--- config.mk ---
export PLATFORM = sky130hd
export DESIGN_NAME = cpc_front
export DESIGN_NICKNAME = d
export VERILOG_FILES = /design/src/rtl/core/cpc_pkg.sv /design/src/rtl/core/cpc_front.sv
export SDC_FILE = /design/constraint.sdc
export NUM_CORES = 1
export LEC_CHECK = 0
export BUFFER_PORTS_ARGS = -buffer_cell sky130_fd_sc_hd__clkbuf_2
export CORE_MARGIN = 2
export CORE_UTILIZATION = 37
export DETAILED_ROUTE_END_ITERATION = 10
export PLACE_DENSITY_LB_ADDON = 0.3
export SLEW_MARGIN = 20
export SYNTH_ARGS = -nofsm -noshare
export SYNTH_HDL_FRONTEND = slang
export SYNTH_SLANG_ARGS = --single-unit
--- constraint.sdc ---
create_clock -name clk -period 1.92 [get_ports clk]
set_clock_uncertainty 0.05 [all_clocks]
set_input_delay 0.288 -clock clk [delete_from_list [all_inputs] [get_ports clk]]
set_output_delay 0.288 -clock clk [all_outputs]
set_load 0.02 [all_outputs]
--- src/rtl/core/cpc_pkg.sv ---
// ----------------------------------------------------------------------------
// cpc_pkg: shared types and constants for the Cartesian/polar converter
// Angle constants in Q.30 radians, the arctangent table, command codes and
// the structures that travel between the front, the queue and the back end.
// ----------------------------------------------------------------------------
package cpc_pkg;

  localparam int ITERATIONS_DEF = 16;
  localparam int FRAC_BITS_DEF  = 16;
  localparam int ANG_BITS       = 30;
  localparam int GUARD          = 16;
  localparam int QUEUE_DEPTH    = 4;

  // Datapath widths of the CORDIC lanes and the angle accumulator.
  localparam int VW = 52;
  localparam int ZW = 34;

  localparam logic signed [ZW-1:0] PI_Q30      = 34'sd3373259426;
  localparam logic signed [ZW-1:0] HALF_PI_Q30 = 34'sd1686629713;
  localparam logic signed [ZW-1:0] TWO_PI_Q30  = 34'sd6746518852;

  localparam logic [29:0] ATAN_Q30 [32] = '{
    30'd843314857, 30'd497837830, 30'd263043837, 30'd133525159, 30'd67021687,
    30'd33543516, 30'd16775851, 30'd8388437, 30'd4194283, 30'd2097149,
    30'd1048576, 30'd524288, 30'd262144, 30'd131072, 30'd65536, 30'd32768,
    30'd16384, 30'd8192, 30'd4096, 30'd2048, 30'd1024, 30'd512, 30'd256,
    30'd128, 30'd64, 30'd32, 30'd16, 30'd8, 30'd4, 30'd2, 30'd1, 30'd1
  };

  localparam logic [1:0] CMD_R2P = 2'd0;
  localparam logic [1:0] CMD_P2R = 2'd1;
  localparam logic [1:0] CMD_ROT = 2'd2;

  typedef enum logic [1:0] {
    KIND_R2P  = 2'd0,
    KIND_P2R  = 2'd1,
    KIND_ROT  = 2'd2,
    KIND_NONE = 2'd3
  } kind_t;

  typedef struct packed {
    kind_t       kind;
    logic [31:0] x;
    logic [31:0] y;
    logic [31:0] a;
    logic [31:0] len;
  } item_t;

  typedef struct packed {
    kind_t              kind;
    logic [31:0]        x;
    logic [31:0]        y;
    logic [31:0]        a;
    logic [31:0]        len;
    logic signed [33:0] rv;
    logic [32:0]        lenr;
  } vec_res_t;

  typedef struct packed {
    logic [31:0] x_out;
    logic [31:0] y_out;
    logic [18:0] angle_out;
    logic [32:0] length_out;
    logic        saturated;
  } res_t;

  // Floor square root, one result bit per pass.
  function automatic logic [63:0] isqrt64(input logic [63:0] n);
    logic [63:0] res;
    logic [63:0] bit_v;
    logic [63:0] rem;
    res   = '0;
    bit_v = 64'd1 << 62;
    rem   = n;
    for (int i = 0; i < 32; i++) begin
      if (rem >= res + bit_v) begin
        rem = rem - (res + bit_v);
        res = (res >> 1) + bit_v;
      end else begin
        res = res >> 1;
      end
      bit_v = bit_v >> 2;
    end
    return res;
  endfunction

  // Product of (1 + 2^-2i) over the iterations, in Q.60.
  function automatic logic [63:0] gain_prod(input int n);
    logic [63:0] p;
    p = 64'd1 << 60;
    for (int i = 0; i < 32; i++) begin
      if (i < n) begin
        p = p + (p >> (2 * i));
      end
    end
    return p;
  endfunction

endpackage

--- src/rtl/core/cpc_front.sv ---
// ----------------------------------------------------------------------------
// cpc_front: input stage
// Registers each incoming word and sorts its command into an operation kind
// before handing it to the queue.
// ----------------------------------------------------------------------------
module cpc_front (
  input  logic                clk,
  input  logic                rst,
  input  logic                s_tvalid,
  output logic                s_tready,
  input  logic [127:0]        s_tdata,
  input  logic [1:0]          s_tuser,
  output logic                out_valid,
  input  logic                out_ready,
  output cpc_pkg::item_t      out_item
);

  logic              held;
  cpc_pkg::item_t    item;
  cpc_pkg::kind_t    kind_next;

  assign s_tready  = !held || out_ready;
  assign out_valid = held;
  assign out_item  = item;

  always_comb begin
    unique case (s_tuser)
      cpc_pkg::CMD_R2P: kind_next = cpc_pkg::KIND_R2P;
      cpc_pkg::CMD_P2R: kind_next = cpc_pkg::KIND_P2R;
      cpc_pkg::CMD_ROT: kind_next = cpc_pkg::KIND_ROT;
      default:          kind_next = cpc_pkg::KIND_NONE;
    endcase
  end

  always_ff @(posedge clk) begin
    if (rst) begin
      held <= 1'b0;
    end else if (s_tvalid && s_tready) begin
      held <= 1'b1;
    end else if (out_ready) begin
      held <= 1'b0;
    end
  end

  always_ff @(posedge clk) begin
    if (s_tvalid && s_tready) begin
      item.kind <= kind_next;
      item.x    <= s_tdata[31:0];
      item.y    <= s_tdata[63:32];
      item.a    <= s_tdata[95:64];
      item.len  <= s_tdata[127:96];
    end
  end

endmodule

==> results.ini, run 1 <==
[synthesis]
syn_avg_cell_area_um2=28.95
ys_ff_latch=131
netlist_area_um2=3966
syn_nets=271
yosys_warnings=0
synth_seq_area_share_pct=98.93
synthCells=137
yosys.cell_types.count=7

[cts]
cts_buffers=17
h-tree-depth=4
cts-root-buf=clkbuf_8
clkSinkCount=131
post_cts_buffers=0
cts_resized=0
clk_path_buf_depth=2
postCtsHoldBufs=115

[status]
error_line=[ERROR RSZ-0060] Max buffer count reached.
last-stage-reached=clock tree synthesis
outcome=did not finish

[floorplan]
rows=37
die_h_um=107.5
die_x_um=107.5
start_util_pct=38.25
pin_count=266

[placed_design]
gp_congestion=0.7667
port_buffers=265
dp.cells=538
dp_slack_ns=0.4162

[cell families after synthesis]
| logic type | synth area share (%) |
|---|---|
| DFF | 98.93 |
| buffers and inverters | 0.2839 |
| and+or+nand+nor | 0.5678 |
| AOI/OAI and AO/OA | 0.2209 |
[cell usage after synthesis]
| cell type | number | area [um^2] |
|---|---|---|
| and2_4 | 1 | 8.760 |
| dfxtp_1 | 1 | 20.02 |
| nand2b_4 | 1 | 13.76 |
| edfxtp_1 | 130 | 3904 |
| a21oi_2 | 1 | 8.760 |
| inv_1 | 1 | 3.750 |
| clkbuf_1 | 2 | 7.510 |
[per-stage QoR]
| step | hold slack, ns | area, um^2 |
|---|---|---|
| 3_3_place_gp | 0.3940 | 5484 |
| 2_1_floorplan | 0.2931 | 3968 |
| 3_5_place_dp | 0.4034 | 5484 |
==> inputs of run 2 (changes only) <==
CORE_UTILIZATION = 30   (was 37)
PLACE_DENSITY_LB_ADDON = 0.15   (was 0.3)
clock period = 2.5 ns   (was 1.92 ns; I/O delays follow)
==> results.ini, run 2 <==
[sta]
rsz0062_at_grt=false
slew_viol_final=0
worst_slew_pin_slew_ns=0.4494
hold_viol=0
fin_crit_sh_pct=56.94
setup_viol=0
tns_ns=0
timing.fmax_mhz=702.5
period_needed_ns=1.424
max_slew_margin_pct=70.04
whs_ns=0.08123

[finish]
fin_nets=555
syn_to_final_growth_pct=53.15
largest_reg_flops=130
antenna_cells=0
layout-drive-gt1-share_pct=67.36
final_cell_mix=clkbuf_2, edfxtp_1, clkbuf_16, clkinv_1, clkbuf_1
instances_no_fill=608
final_common_cell=clkbuf_2
layout.area.seq_um2=3924
multiInputGateArea_um2=31.28
fill_cells=1183

[grt]
grt_max_degree=83
track_usage_pct=13.06
grt_overflow=0
grt_pass1_vias=2480
grt_pass1_wl_um=13300
antenna_found_initial=0

[synthesis]
synth_common_cells=edfxtp_1, clkbuf_1
yosys.cell_types.count=7
synth_most_common_cell=edfxtp_1
synth_seq_area_share_pct=98.93
netlist_area_um2=3966
synth-async-reset-ratio_pct=0
syn_avg_cell_area_um2=28.95
ys_ff_latch=131
ys.flop_type=edfxtp_1
yosys-top-cells-area=edfxtp_1, dfxtp_1, nand2b_4
syn_nets=271
yosys_warnings=0
synthCells=137
yosys.area.top_type=edfxtp_1
synth_edf_count=130
synth_top_area_share_pct=98.42

[cts]
cts_tree=yes
clkSinkCount=131
postCtsHoldBufs=0
clk_latency_ns=0.40
cts-root-buf=clkbuf_16
cts_resized=0
post_cts_buffers=0
cts.clk_slew.worst_paths_ns=0.05
h-tree-depth=4
clk_path_buf_depth=2
cts_buffers=17

[critical_path]
path_class=flip-flop to output pin
end_kind=output pin
ff2ff_path_depth=3
critPathMaxFanout=3
cp.required_ns=2.08
start_kind=flip-flop
critPathArrivalTime_ns=1.00

[placed_design]
port_buffers=265
gp_congestion=0.6842
dp.cells=578

[pwr]
powerDensity_nw_per_um2=868.8
finalPower_mw=5.278
leakagePower_nw=2.663
vdd_ir_drop_max_mv=0.3507

[detailed_routing]
viasPerCell=3.970
routedWlPerCell_um=14.87
drcViolationCount=0
dr.pass1.iters=4
drtAntennaViolNets=0
dr_total_vias=2414
wl_um=9039
drt-initial-drc-count=155

[floorplan]
pin_count=266
rows=42
dieArea_um2=14160
die_h_um=119.0
die_x_um=119.0
start_util_pct=30.31
core_area_um2=13090

[status]
outcome=completed

[hold_path]
hold_path_depth=2
min_path_type=input pin to flip-flop

[job]
max-cap-violations=0

run 2: cell families (layout without fill, tap and decap cells):
family,after synthesis,after routing,share of synthesized area (%)
buffers and inverters,3,298,0.2839
DFF,131,131,98.93
and+or+nand+nor,2,2,0.5678
AOI/OAI and AO/OA,1,1,0.2209
run 2: layout make-up:
cell class                 instances  share of cell area, %
clock buffer                      20                  7.188
tap                              176                  3.625
sequential                       131                  64.59
timing repair buffer             267                  22.49
multi-input combinational          3                 0.5149
inverter                           1                0.06179
clock inverter                    10                  1.524
run 2: path summary, 6_finish.rpt:
| kind | start | endpoint | slack [ns] |
|---|---|---|---|
| setup / recovery | out_valid$_SDFFE_PP0P_ | s_tready | 1.08 |
| setup reg to reg | out_valid$_SDFFE_PP0P_ | out_item[4]$_DFFE_PP_ | 1.08 |
| hold reg to reg | out_valid$_SDFFE_PP0P_ | out_valid$_SDFFE_PP0P_ | 0.45 |
| hold / removal | rst | out_valid$_SDFFE_PP0P_ | 0.08 |
run 2: stage by stage:
step | cell area [um^2] | util [%] | worst slack [ns]
2_1_floorplan | 3966 | - | 0.5285
3_3_place_gp | 5545 | 42.38 | 0.9348
3_5_place_dp | 5545 | 42.38 | 0.9150
4_1_cts | 6075 | 46.42 | 1.038
5_1_grt | 6075 | 46.42 | 1.010
6_report | 6075 | 46.42 | 1.076
run 2: critical path: stages, from the launching register on:
cell and delay [ns]:
dfxtp_1 0.37, nand2b_4 0.07, clkbuf_2 0.15
run 2: routing by layer:
layer / vias to the layer above / wire (um) / track usage, %
met2: 150 / 4567 / 20.91
li1: 1124 / - / -
met4: 0 / 209 / 7.217
met1: 1124 / 3307 / 13.53
met5: - / 0 / 0
met3: 16 / 955 / 7.375
run 2: report_power, final:
part | leakage, nW | internal, mW | switching, mW | total (mW)
clock | 0.259 | 1.43 | 0.798 | 2.23
combinational | 1.14 | 0.160 | 0.285 | 0.445
sequential | 1.27 | 2.57 | 0.0329 | 2.61
total | 2.66 | 4.16 | 1.12 | 5.28
(Power assumes the default switching activity.)
==> inputs of run 3 (changes only) <==
ABC_AREA = 1   (was unset)
clock period = 1.2 ns   (was 2.5 ns; I/O delays follow)
==> results.ini, run 3 <==
[synthesis]
yosys_warnings=0
yosys.area.top_type=edfxtp_1
yosys.cell_types.count=8
ys_ff_latch=131
synth_common_cells=edfxtp_1, clkbuf_1
synth_edf_count=130
synth_most_common_cell=edfxtp_1
synth_top_area_share_pct=98.61
synthCells=138
syn_avg_cell_area_um2=28.69
syn_nets=272
yosys-top-cells-area=edfxtp_1, dfxtp_1, a21oi_2
synth-async-reset-ratio_pct=0
ys.flop_type=edfxtp_1
synth_seq_area_share_pct=99.12
netlist_area_um2=3959

[placed_design]
dp_slack_ns=-0.003874
dp.cells=591
gp_congestion=0.6990
port_buffers=265
dp_hpwl_um=7495

[floorplan]
die_x_um=118.9
pin_count=266
start_util_pct=30.99
rows=41
die_h_um=118.9

[cts]
h-tree-depth=4
clkSinkCount=131
post_cts_buffers=2
clk_path_buf_depth=2
cts_resized=8
cts-root-buf=clkbuf_16
cts_buffers=17
postCtsHoldBufs=126

[status]
outcome=did not finish
error_line=[ERROR RSZ-0060] Max buffer count reached.
last-stage-reached=clock tree synthesis

run 3: changes by cell type after synthesis, sizes merged:
| cell | delta |
|---|---|
| a21oi | +1 |
| and2 | -1 |
| inv | +1 |
| nand2 | +1 |
| nand2b | -1 |
run 3: through the flow:
| step | area (um^2) | utilization, % |
|---|---|---|
| floorplan | 3974 | - |
| global placement | 5731 | 44.86 |
| detailed placement | 5731 | 44.86 |
run 3: cells by family after synthesis:
logic type             after synthesis  share of synthesized area (%)
and+or+nand+nor                      1                         0.1581
AOI/OAI and AO/OA                    2                         0.3476
buffers and inverters                4                         0.3792
DFF                                131                          99.11
