==> config.mk <==
export PLATFORM = sky130hd
export DESIGN_NAME = cpc_queue
export DESIGN_NICKNAME = d
export VERILOG_FILES = /design/src/rtl/core/cpc_pkg.sv /design/src/rtl/core/cpc_queue.sv
export SDC_FILE = /design/constraint.sdc
export NUM_CORES = 1
export LEC_CHECK = 0
export ABC_AREA = 1
export BUFFER_PORTS_ARGS = -buffer_cell sky130_fd_sc_hd__buf_2
export CORE_MARGIN = 2
export CORE_UTILIZATION = 50
export DETAILED_ROUTE_END_ITERATION = 8
export GPL_ROUTABILITY_DRIVEN = 0
export PLACE_DENSITY_LB_ADDON = 0.15
export RECOVER_POWER = 50
export SLEW_MARGIN = 20
export SYNTH_ARGS = -nofsm -noshare
export SYNTH_HDL_FRONTEND = slang
export SYNTH_SLANG_ARGS = --single-unit
==> constraint.sdc <==
create_clock -name clk -period 10 [get_ports clk]
set_input_delay 1 -clock clk [delete_from_list [all_inputs] [get_ports clk]]
set_output_delay 1 -clock clk [all_outputs]
set_load 0.05 [all_outputs]
==> src/rtl/core/cpc_pkg.sv <==
// ----------------------------------------------------------------------------
// cpc_pkg: shared types and constants for the Cartesian/polar converter
// Angle constants in Q.30 radians, the arctangent table, command codes and
// the structures that travel between the front, the queue and the back end.
// ----------------------------------------------------------------------------
package cpc_pkg;

  localparam int ITERATIONS_DEF = 16;
  localparam int FRAC_BITS_DEF  = 16;
  localparam int ANG_BITS       = 30;
  localparam int GUARD          = 16;
  localparam int QUEUE_DEPTH    = 4;

  // Datapath widths of the CORDIC lanes and the angle accumulator.
  localparam int VW = 52;
  localparam int ZW = 34;

  localparam logic signed [ZW-1:0] PI_Q30      = 34'sd3373259426;
  localparam logic signed [ZW-1:0] HALF_PI_Q30 = 34'sd1686629713;
  localparam logic signed [ZW-1:0] TWO_PI_Q30  = 34'sd6746518852;

  localparam logic [29:0] ATAN_Q30 [32] = '{
    30'd843314857, 30'd497837830, 30'd263043837, 30'd133525159, 30'd67021687,
    30'd33543516, 30'd16775851, 30'd8388437, 30'd4194283, 30'd2097149,
    30'd1048576, 30'd524288, 30'd262144, 30'd131072, 30'd65536, 30'd32768,
    30'd16384, 30'd8192, 30'd4096, 30'd2048, 30'd1024, 30'd512, 30'd256,
    30'd128, 30'd64, 30'd32, 30'd16, 30'd8, 30'd4, 30'd2, 30'd1, 30'd1
  };

  localparam logic [1:0] CMD_R2P = 2'd0;
  localparam logic [1:0] CMD_P2R = 2'd1;
  localparam logic [1:0] CMD_ROT = 2'd2;

  typedef enum logic [1:0] {
    KIND_R2P  = 2'd0,
    KIND_P2R  = 2'd1,
    KIND_ROT  = 2'd2,
    KIND_NONE = 2'd3
  } kind_t;

  typedef struct packed {
    kind_t       kind;
    logic [31:0] x;
    logic [31:0] y;
    logic [31:0] a;
    logic [31:0] len;
  } item_t;

  typedef struct packed {
    kind_t              kind;
    logic [31:0]        x;
    logic [31:0]        y;
    logic [31:0]        a;
    logic [31:0]        len;
    logic signed [33:0] rv;
    logic [32:0]        lenr;
  } vec_res_t;

  typedef struct packed {
    logic [31:0] x_out;
    logic [31:0] y_out;
    logic [18:0] angle_out;
    logic [32:0] length_out;
    logic        saturated;
  } res_t;

  // Floor square root, one result bit per pass.
  function automatic logic [63:0] isqrt64(input logic [63:0] n);
    logic [63:0] res;
    logic [63:0] bit_v;
    logic [63:0] rem;
    res   = '0;
    bit_v = 64'd1 << 62;
    rem   = n;
    for (int i = 0; i < 32; i++) begin
      if (rem >= res + bit_v) begin
        rem = rem - (res + bit_v);
        res = (res >> 1) + bit_v;
      end else begin
        res = res >> 1;
      end
      bit_v = bit_v >> 2;
    end
    return res;
  endfunction

  // Product of (1 + 2^-2i) over the iterations, in Q.60.
  function automatic logic [63:0] gain_prod(input int n);
    logic [63:0] p;
    p = 64'd1 << 60;
    for (int i = 0; i < 32; i++) begin
      if (i < n) begin
        p = p + (p >> (2 * i));
      end
    end
    return p;
  endfunction

endpackage

==> src/rtl/core/cpc_queue.sv <==
// ----------------------------------------------------------------------------
// cpc_queue: short queue between front and back end
// Lets the front keep taking words while the back end is stalled.
// ----------------------------------------------------------------------------
module cpc_queue (
  input  logic           clk,
  input  logic           rst,
  input  logic           in_valid,
  output logic           in_ready,
  input  cpc_pkg::item_t in_item,
  output logic           out_valid,
  input  logic           out_take,
  output cpc_pkg::item_t out_item
);

  localparam int DEPTH = cpc_pkg::QUEUE_DEPTH;
  localparam int AW    = $clog2(DEPTH);

  cpc_pkg::item_t slots [DEPTH];
  logic [AW-1:0]  wr_ptr;
  logic [AW-1:0]  rd_ptr;
  logic [AW:0]    count;
  logic           push;
  logic           pop;

  assign in_ready  = count < (AW + 1)'(DEPTH);
  assign out_valid = count != '0;
  assign out_item  = slots[rd_ptr];
  assign push      = in_valid && in_ready;
  assign pop       = out_take && out_valid;

  always_ff @(posedge clk) begin
    if (rst) begin
      wr_ptr <= '0;
      rd_ptr <= '0;
      count  <= '0;
    end else begin
      if (push) begin
        wr_ptr <= wr_ptr + 1'b1;
      end
      if (pop) begin
        rd_ptr <= rd_ptr + 1'b1;
      end
      if (push && !pop) begin
        count <= count + 1'b1;
      end else if (pop && !push) begin
        count <= count - 1'b1;
      end
    end
  end

  always_ff @(posedge clk) begin
    if (push) begin
      slots[wr_ptr] <= in_item;
    end
  end

endmodule

* After elaboration in Yosys (flattened, before gate mapping)
Memories as Yosys holds them, arrays and structs flattened. A register that Yosys moved wholly into a read port is not among the register bits.
Index checks and enable logic that the tools add are counted.
** Word-level totals
- Memories :: 1
- Register bits after elaboration :: 7
- Output and inout port bits :: 132
- Memory bits (writable) :: 520
- Input bits :: 134
- Logic and storage cells :: 23
** Memory list
- slots :: depth 4, bits a word 130, read ports 1, clocked after Yosys merged registers in 1, write ports 1, RTL line cpc_queue.sv:19 : cpc_pkg::item_t slots [DEPTH];
** Operators by class
- Add/subtract/negate cells :: 4
- Reductions and logical operators :: 8
- $lt $le $gt $ge :: 1
- Mux-type cells :: 6
** Operator list (number)
- $mux W3 :: 2
- $add A2 B1 Y2 const B :: 2
- $logic_and A1 B1 Y1 :: 4
- $mux W2 :: 2
- $add A3 B1 Y3 const B :: 1
- $lt A3 B3 Y1 const B :: 1
- $reduce_bool A3 Y1 :: 1
- $sub A3 B1 Y3 const B :: 1
- $logic_not A1 Y1 :: 2
- $mux W1 :: 2
- $reduce_bool A2 Y1 :: 1

* Longest topological paths before layout
Gate-level depths: netlist of run 1.
- Word-level depth :: 6
- Mapped depth :: 12
- Gate-level depth less buffers :: 12

* Worst setup path after synthesis of run 1
OpenSTA, ideal clock, no wires.
- Kind :: input -> register
- From :: in in_valid
- To :: mem slots[0][0] in the netlist's numbering (enable)
- Slack :: 2.771 ns
- Buffers on the path :: 0
- Cell stages on the path :: 2
- Arrival :: 6.607 ns
- Library setup time :: 0.621 ns
- Data required time :: 9.379 ns
- Cells stage by stage :: nand2_1 -> nor2_1
** Between the ends
- Cells in the longest elaborated chain, start to end :: 3
** RTL lines
- start, declared :: RTL line cpc_queue.sv:8 : input logic in_valid,
- $logic_and A1 B1 Y1 :: RTL line cpc_queue.sv:29 : assign push = in_valid && in_ready;
- $mux W1 :: RTL line cpc_queue.sv:53 : if (push) begin
- $mux W1 (not written as such) :: RTL line cpc_queue.sv:54 : slots[wr_ptr] <= in_item;
- end, declared :: RTL line cpc_queue.sv:19
Every way passes these cells.

==> results of run 1 <==
power by group:
part | switching [mW] | internal [mW]
clock network | 0.768 | 0.997
registers | 0.0611 | 2.69
logic | 1.67 | 0.403
cell type report:
type / instances / area, um2 / share of cell area
sequential: 529 / 15800 / 0.697
multi-input combinational: 690 / 3330 / 0.147
clock buffer: 72 / 1440 / 0.0635
timing repair buffer: 280 / 1290 / 0.0568
tap: 518 / 648 / 0.0286
clock inverter: 18 / 82.6 / 0.00364
inverter: 16 / 77.6 / 0.00342
antenna: 4 / 10.0 / 0.000441
cells by family (layout without fill, tap and decap cells):
family | Yosys count | count (layout) | synth area share
other cells | 0 | 4 | 0
fa+ha+maj | 6 | 6 | 0.00418
buf+inv | 101 | 386 | 0.0318
flops | 529 | 529 | 0.800
simple gates | 284 | 284 | 0.0542
compound gates | 400 | 400 | 0.110
sequential cells by signal (all words and copies together) (netlist names), named ones only:
register and flops:
slots 520, count 3, rd_ptr 2, wr_ptr 2
final timing paths:
kind	endpoint	cells after the start
hold / removal	count[0]$_SDFFE_PP0P_	1
hold reg to reg	count[0]$_SDFFE_PP0P_	1
setup / recovery	out_item[47]	5
setup reg to reg	slots[2][20]$_DFFE_PP_	5
metrics by stage:
stage	total power [mW]	hold slack, ps	setup WS, ps
after CTS	6.65	502	5640
after detailed placement	4.89	490	6250
after global placement	4.87	490	6270
after global routing	6.87	564	5380
final	6.59	503	5670
after floorplan	4.44	459	2770
metal layers:
metal,track usage,vias to the layer above,routed length (um)
li1,-,5510,-
met1,0.282,5728,18300
met2,0.328,328,20100
met3,0.0567,57,3360
met4,0.0607,0,753
met5,0,-,0
placed cells by master (no fill, tap or decap):
master | synthesis | routed
nor2_4 | 0 | 2
inv_6 | 0 | 2
clkinv_4 | 0 | 1
dfxtp_4 | 0 | 2
clkbuf_1 | 40 | 149
inv_1 | 14 | 14
nand3_1 | 3 | 3
diode_2 | 0 | 4
buf_4 | 1 | 12
buf_2 | 14 | 135
o21ai_0 | 194 | 194
clkbuf_16 | 0 | 55
fa_1 | 1 | 1
o21ai_1 | 70 | 70
o22ai_1 | 130 | 130
inv_12 | 1 | 1
clkinv_1 | 0 | 14
nand2_1 | 12 | 12
clkinvlp_4 | 0 | 1
a21oi_1 | 6 | 6
edfxtp_1 | 520 | 520
ha_1 | 5 | 5
dfxtp_1 | 9 | 7
buf_16 | 0 | 1
nor2_1 | 269 | 267
clkinv_2 | 0 | 1
==> results.yml, run 1 <==
run_status:
  status: "finished, violations left"
  violations: "capacitance limit, slew limit"
setup_path:
  path_delay_family: "buffers and inverters"
  max_stage_delay_ps: 790
  arrival_ps: 3330
  crit_required_ps: 9000
  r2r-start: "count[2]$_SDFFE_PP0P_"
  reg2reg_setup_slack_ps: 5900
  crit_chain: "buf_4 -> buf_4 -> o21ai_0 -> o22ai_1 -> buf_2"
  path_common_cell: "buf_4"
  critPathBufInv: 3
  crit_path_max_fanout: 101
  critPathSlowestCell: "buf_4"
  setup.worst_path.class: "reg2out"
  endpoint_kind: "primary output"
  startpoint_type: "register"
sta:
  rsz0062_at_grt: "no"
  fin_skew_ps: 15.4
  period_share: 0.433
  max_freq_ghz: 0.231
  hold_viol: 0
  worst_slew_pin_slew_ps: 2790
  period_minus_slack_ps: 4330
  fin_tns_setup_ps: 0
  slew_headroom: -0.861
  slew_violations: 111
  finalSetupViolCount: 0
synthesis:
  yosysUniqueCellTypes: 21
  yosys.area.top_type_share: 0.791
  synth_fp_nets: 1460
  avgSynthCellArea_um2: 15.0
  ys_seq_elements: 529
  syn_area_um2: 19700
  synth_edf_count: 520
  async_flop_share: 0
  synth_top_area_cell: "edfxtp_1"
  synthCells: 1320
  ys_warn_count: 0
  synth_area_leaders: "edfxtp_1 (79%), nor2_1 (5.1%), o21ai_0 (4.9%)"
  synth_commonest_cells: "edfxtp_1 (520), nor2_1 (269), o21ai_0 (194), o22ai_1 (130), o21ai_1 (70)"
  ys.flop_type: "edfxtp_1"
  synth_seq_area_share: 0.800
  synth.most_common_cell: "edfxtp_1"
routing:
  postRouteAntennaNets: 0
  drt_first_pass_iters: 5
  routed_via_density: 5.46
  dr_total_vias: 11600
  drc: 0
  routedWlPerCell_um: 20.0
  wl_mm: 42.5
  dr.first_iter.drc_count: 916
flow_run:
  drv_cap: 3
placement:
  dp_cells: 2032
  dp_hpwl_mm: 22.7
  numPortBuffers: 265
  dpl_cell_area_um2: 21300
global_route:
  grt_pass1_wl_mm: 64.9
  antenna_found_initial: 3
  globalRoute.totalOverflow: 0
  grt_pass1_vias: 11500
  grt_max_degree: 261
  track_usage: 0.206
power_and_ir_drop:
  leakage_nw: 7.54
  ir_drop_mv: 0.224
  power_density_nw_per_um2: 291
finish:
  design_area_um2: 22700
  syn2layout_area_growth_pct: 14.9
  layout.cells.non_filler: 2127
  final_util: 0.584
  final_layout_size_suffix_gt1_frac: 0.133
  fillers: 3138
  nets: 1710
cts:
  clockBufferDepth: 3
  path_clk_slew_ps: 60
  post_cts_buffers: 0
  htree_levels: 2
  holdBufCountCts: 0
  clock-sinks: 529
  tritoncts: "yes"
  cts_buffers: 53
  worstSkewPairLatency_ps: 590
  cts_resized: 0
  clk_root_buffer_cell: "clkbuf_16"
die:
  die_h_um: 203
  row_count: 72
  start_util: 0.508
  die_w_um: 203
  io_pins: 266
  coreArea_um2: 38800
  dieArea_um2: 41100
hold_path:
  hp-start: "count[0]$_SDFFE_PP0P_"
  hp-class: "reg2reg"
Note: power is estimated with default switching activity, not from simulation.
==> inputs of run 2 (changes only) <==
==> constraint.sdc (replaced) <==
create_clock -name clk -period 3.75 [get_ports clk]
set_input_delay 0.375 -clock clk [delete_from_list [all_inputs] [get_ports clk]]
set_output_delay 0.375 -clock clk [all_outputs]
set_load 0.05 [all_outputs]
==> run 2 against run 1 <==
  * The run still ends with capacitance limit, slew limit left
  * Final area is 5.4% higher
  * Wire length is 1.1% higher
  * Clock skew is 2.0 ps higher
  * Sequential cell count stayed put
  * Via count is 4.6% higher
  * Clock power grew to 2.7 times the previous value
  * Critical path depth stayed put
  * First-iteration DRC count is 25% lower
  * Total power grew to 2.7 times the previous value
  * Count of clock-buffer cells in the layout is 1 lower
  * Register-to-register slack worse by 5200 ps
  * Sequential share of layout area is 3.5 points lower
  * Largest cell class unchanged
==> results.yml, run 2 (same netlist as run 1, synthesis figures left out) <==
run_status:
  status: "finished, violations left"
  violations: "capacitance limit, slew limit"
routing:
  wl_mm: 43.0
  routed_via_density: 5.43
  routedWlPerCell_um: 19.2
  postRouteAntennaNets: 0
  drc: 0
  dr_total_vias: 12200
  drt_first_pass_iters: 4
  dr.first_iter.drc_count: 688
die:
  coreArea_um2: 38800
  die_h_um: 203
  io_pins: 266
  start_util: 0.508
  dieArea_um2: 41100
  row_count: 72
  die_w_um: 203
sta:
  period_minus_slack_ps: 3100
  finalSetupViolCount: 0
  fin_skew_ps: 17.4
  period_share: 0.827
  rsz0062_at_grt: "no"
  slew_headroom: -0.530
  slew_violations: 206
  max_freq_ghz: 0.323
  worst_slew_pin_slew_ps: 2300
  hold_viol: 0
setup_path:
  reg2reg_to: "slots[0][111]$_DFFE_PP_"
  arrival_ps: 2730
  crit_chain: "inv_12 -> buf_12 -> o21ai_0 -> o22ai_1 -> buf_2"
  crit_required_ps: 3380
  worstRegToRegCells: 4
  reg2reg_setup_slack_ps: 740
  endpoint_kind: "primary output"
  crit_path_max_fanout: 170
  r2r-start: "count[2]$_SDFFE_PP0P_"
  startpoint_type: "register"
  crit_path_end: "out_item[11]"
  max_stage_delay_ps: 530
  critPathSlowestCell: "inv_12"
  setup.worst_path.class: "reg2out"
finish:
  largest_reg_flops: 520
  syn2layout_area_growth_pct: 21.0
  final_cell_mix: "edfxtp_1 (520), nor2_1 (267), o21ai_0 (194), clkbuf_1 (149), buf_2 (134)"
  largest_register: "slots"
  final-seq-area_um2: 15800
  final_common_cell: "edfxtp_1"
  design_area_um2: 23900
  fillers: 2991
  multi_input_area_um2: 3330
  top_regs: "slots: 520 flops, count: 3 flops"
  nets: 1822
  final_layout_size_suffix_gt1_frac: 0.127
global_route:
  globalRoute.totalOverflow: 0
  track_usage: 0.210
  antenna_found_initial: 1
  grt_pass1_vias: 12400
  grt_pass1_wl_mm: 67.6
  grt_max_degree: 171
power_and_ir_drop:
  leakage_nw: 8.05
  finalPower_mw: 17.8
  ir_drop_mv: 0.512
  power_density_nw_per_um2: 743
placement:
  dp_hpwl_mm: 22.9
  numPortBuffers: 265
  dpl_cell_area_um2: 21500
cts:
  cts_resized: 0
  post_cts_buffers: 0
  cts_buffers: 52
  path_clk_slew_ps: 60
  holdBufCountCts: 109
  clock-sinks: 529
  clk_root_buffer_cell: "clkbuf_16"
  tritoncts: "yes"
  clockBufferDepth: 3
  htree_levels: 2
  worstSkewPairLatency_ps: 570
hold_path:
  hp-class: "in2reg"
flow_run:
  drv_cap: 3
[run 2: cell count changes in the layout (fill, tap and decap cells not counted), moves of 2 or more]
cell           delta
clkbuf_2          +3
clkinv_2          +3
inv_6             -2
dlygate4sd3_1   +109
clkbuf_16         -2
clkinv_1          +2
buf_12            +9
bufinv_16         +2
buf_4             -5
diode_2           -3
[run 2: layout make-up]
| cell class | instances | area share |
|---|---|---|
| clock inverter | 22 | 0.00586 |
| sequential | 529 | 0.661 |
| inverter | 16 | 0.00314 |
| timing repair buffer | 393 | 0.105 |
| tap | 518 | 0.0271 |
| multi-input combinational | 690 | 0.139 |
| clock buffer | 71 | 0.0583 |
| antenna | 1 | 0.000105 |
[run 2: worst min-delay path by stage]
stage	startpoint	to	slack, ps	cells past startpoint
floorplan	rst	register	440	1
global placement	rd_ptr[0]$_SDFFE_PP0P_	register	480	2
detailed placement	rd_ptr[0]$_SDFFE_PP0P_	register	490	2
CTS	in_item[89]	slots[0][89]$_DFFE_PP_	0.7	1
global route	in_item[93]	slots[0][93]$_DFFE_PP_	80	1
finish	in_item[89]	slots[1][89]$_DFFE_PP_	80	1
[run 2: worst max-delay path, delay by kind of cell, from the launching register on]
family,cells,cell delay (ps)
DFF,1,520
buffers and inverters,3,1150
AOI/OAI and AO/OA,2,280
[run 2: routing by layer]
layer / GRT usage / up-vias / share of wire
li1: - / 5732 / -
met1: 0.274 / 6002 / 0.43
met2: 0.348 / 345 / 0.48
met3: 0.0518 / 73 / 0.068
met4: 0.0719 / 0 / 0.022
met5: 0 / - / 0
[run 2: power breakdown]
part	internal [mW]	switching (mW)	leakage (nW)
combinational	1.18	4.46	2.48
clock	2.72	2.02	0.743
sequential	7.18	0.203	4.83
[run 2: through the flow]
stage / utilization / setup WS, ps / hold WS [ps] / cells / TNS (ps)
after global routing: 0.615 / 441 / 78.9 / 2239 / 0
after detailed placement: 0.554 / 1260 / 488 / 2037 / 0
after floorplan: - / -1100 / 444 / 1320 / -570450
after global placement: 0.554 / 1310 / 478 / 2037 / 0
after CTS: 0.621 / 587 / 0.677 / 2239 / 0
final: 0.615 / 649 / 80.2 / 2240 / 0
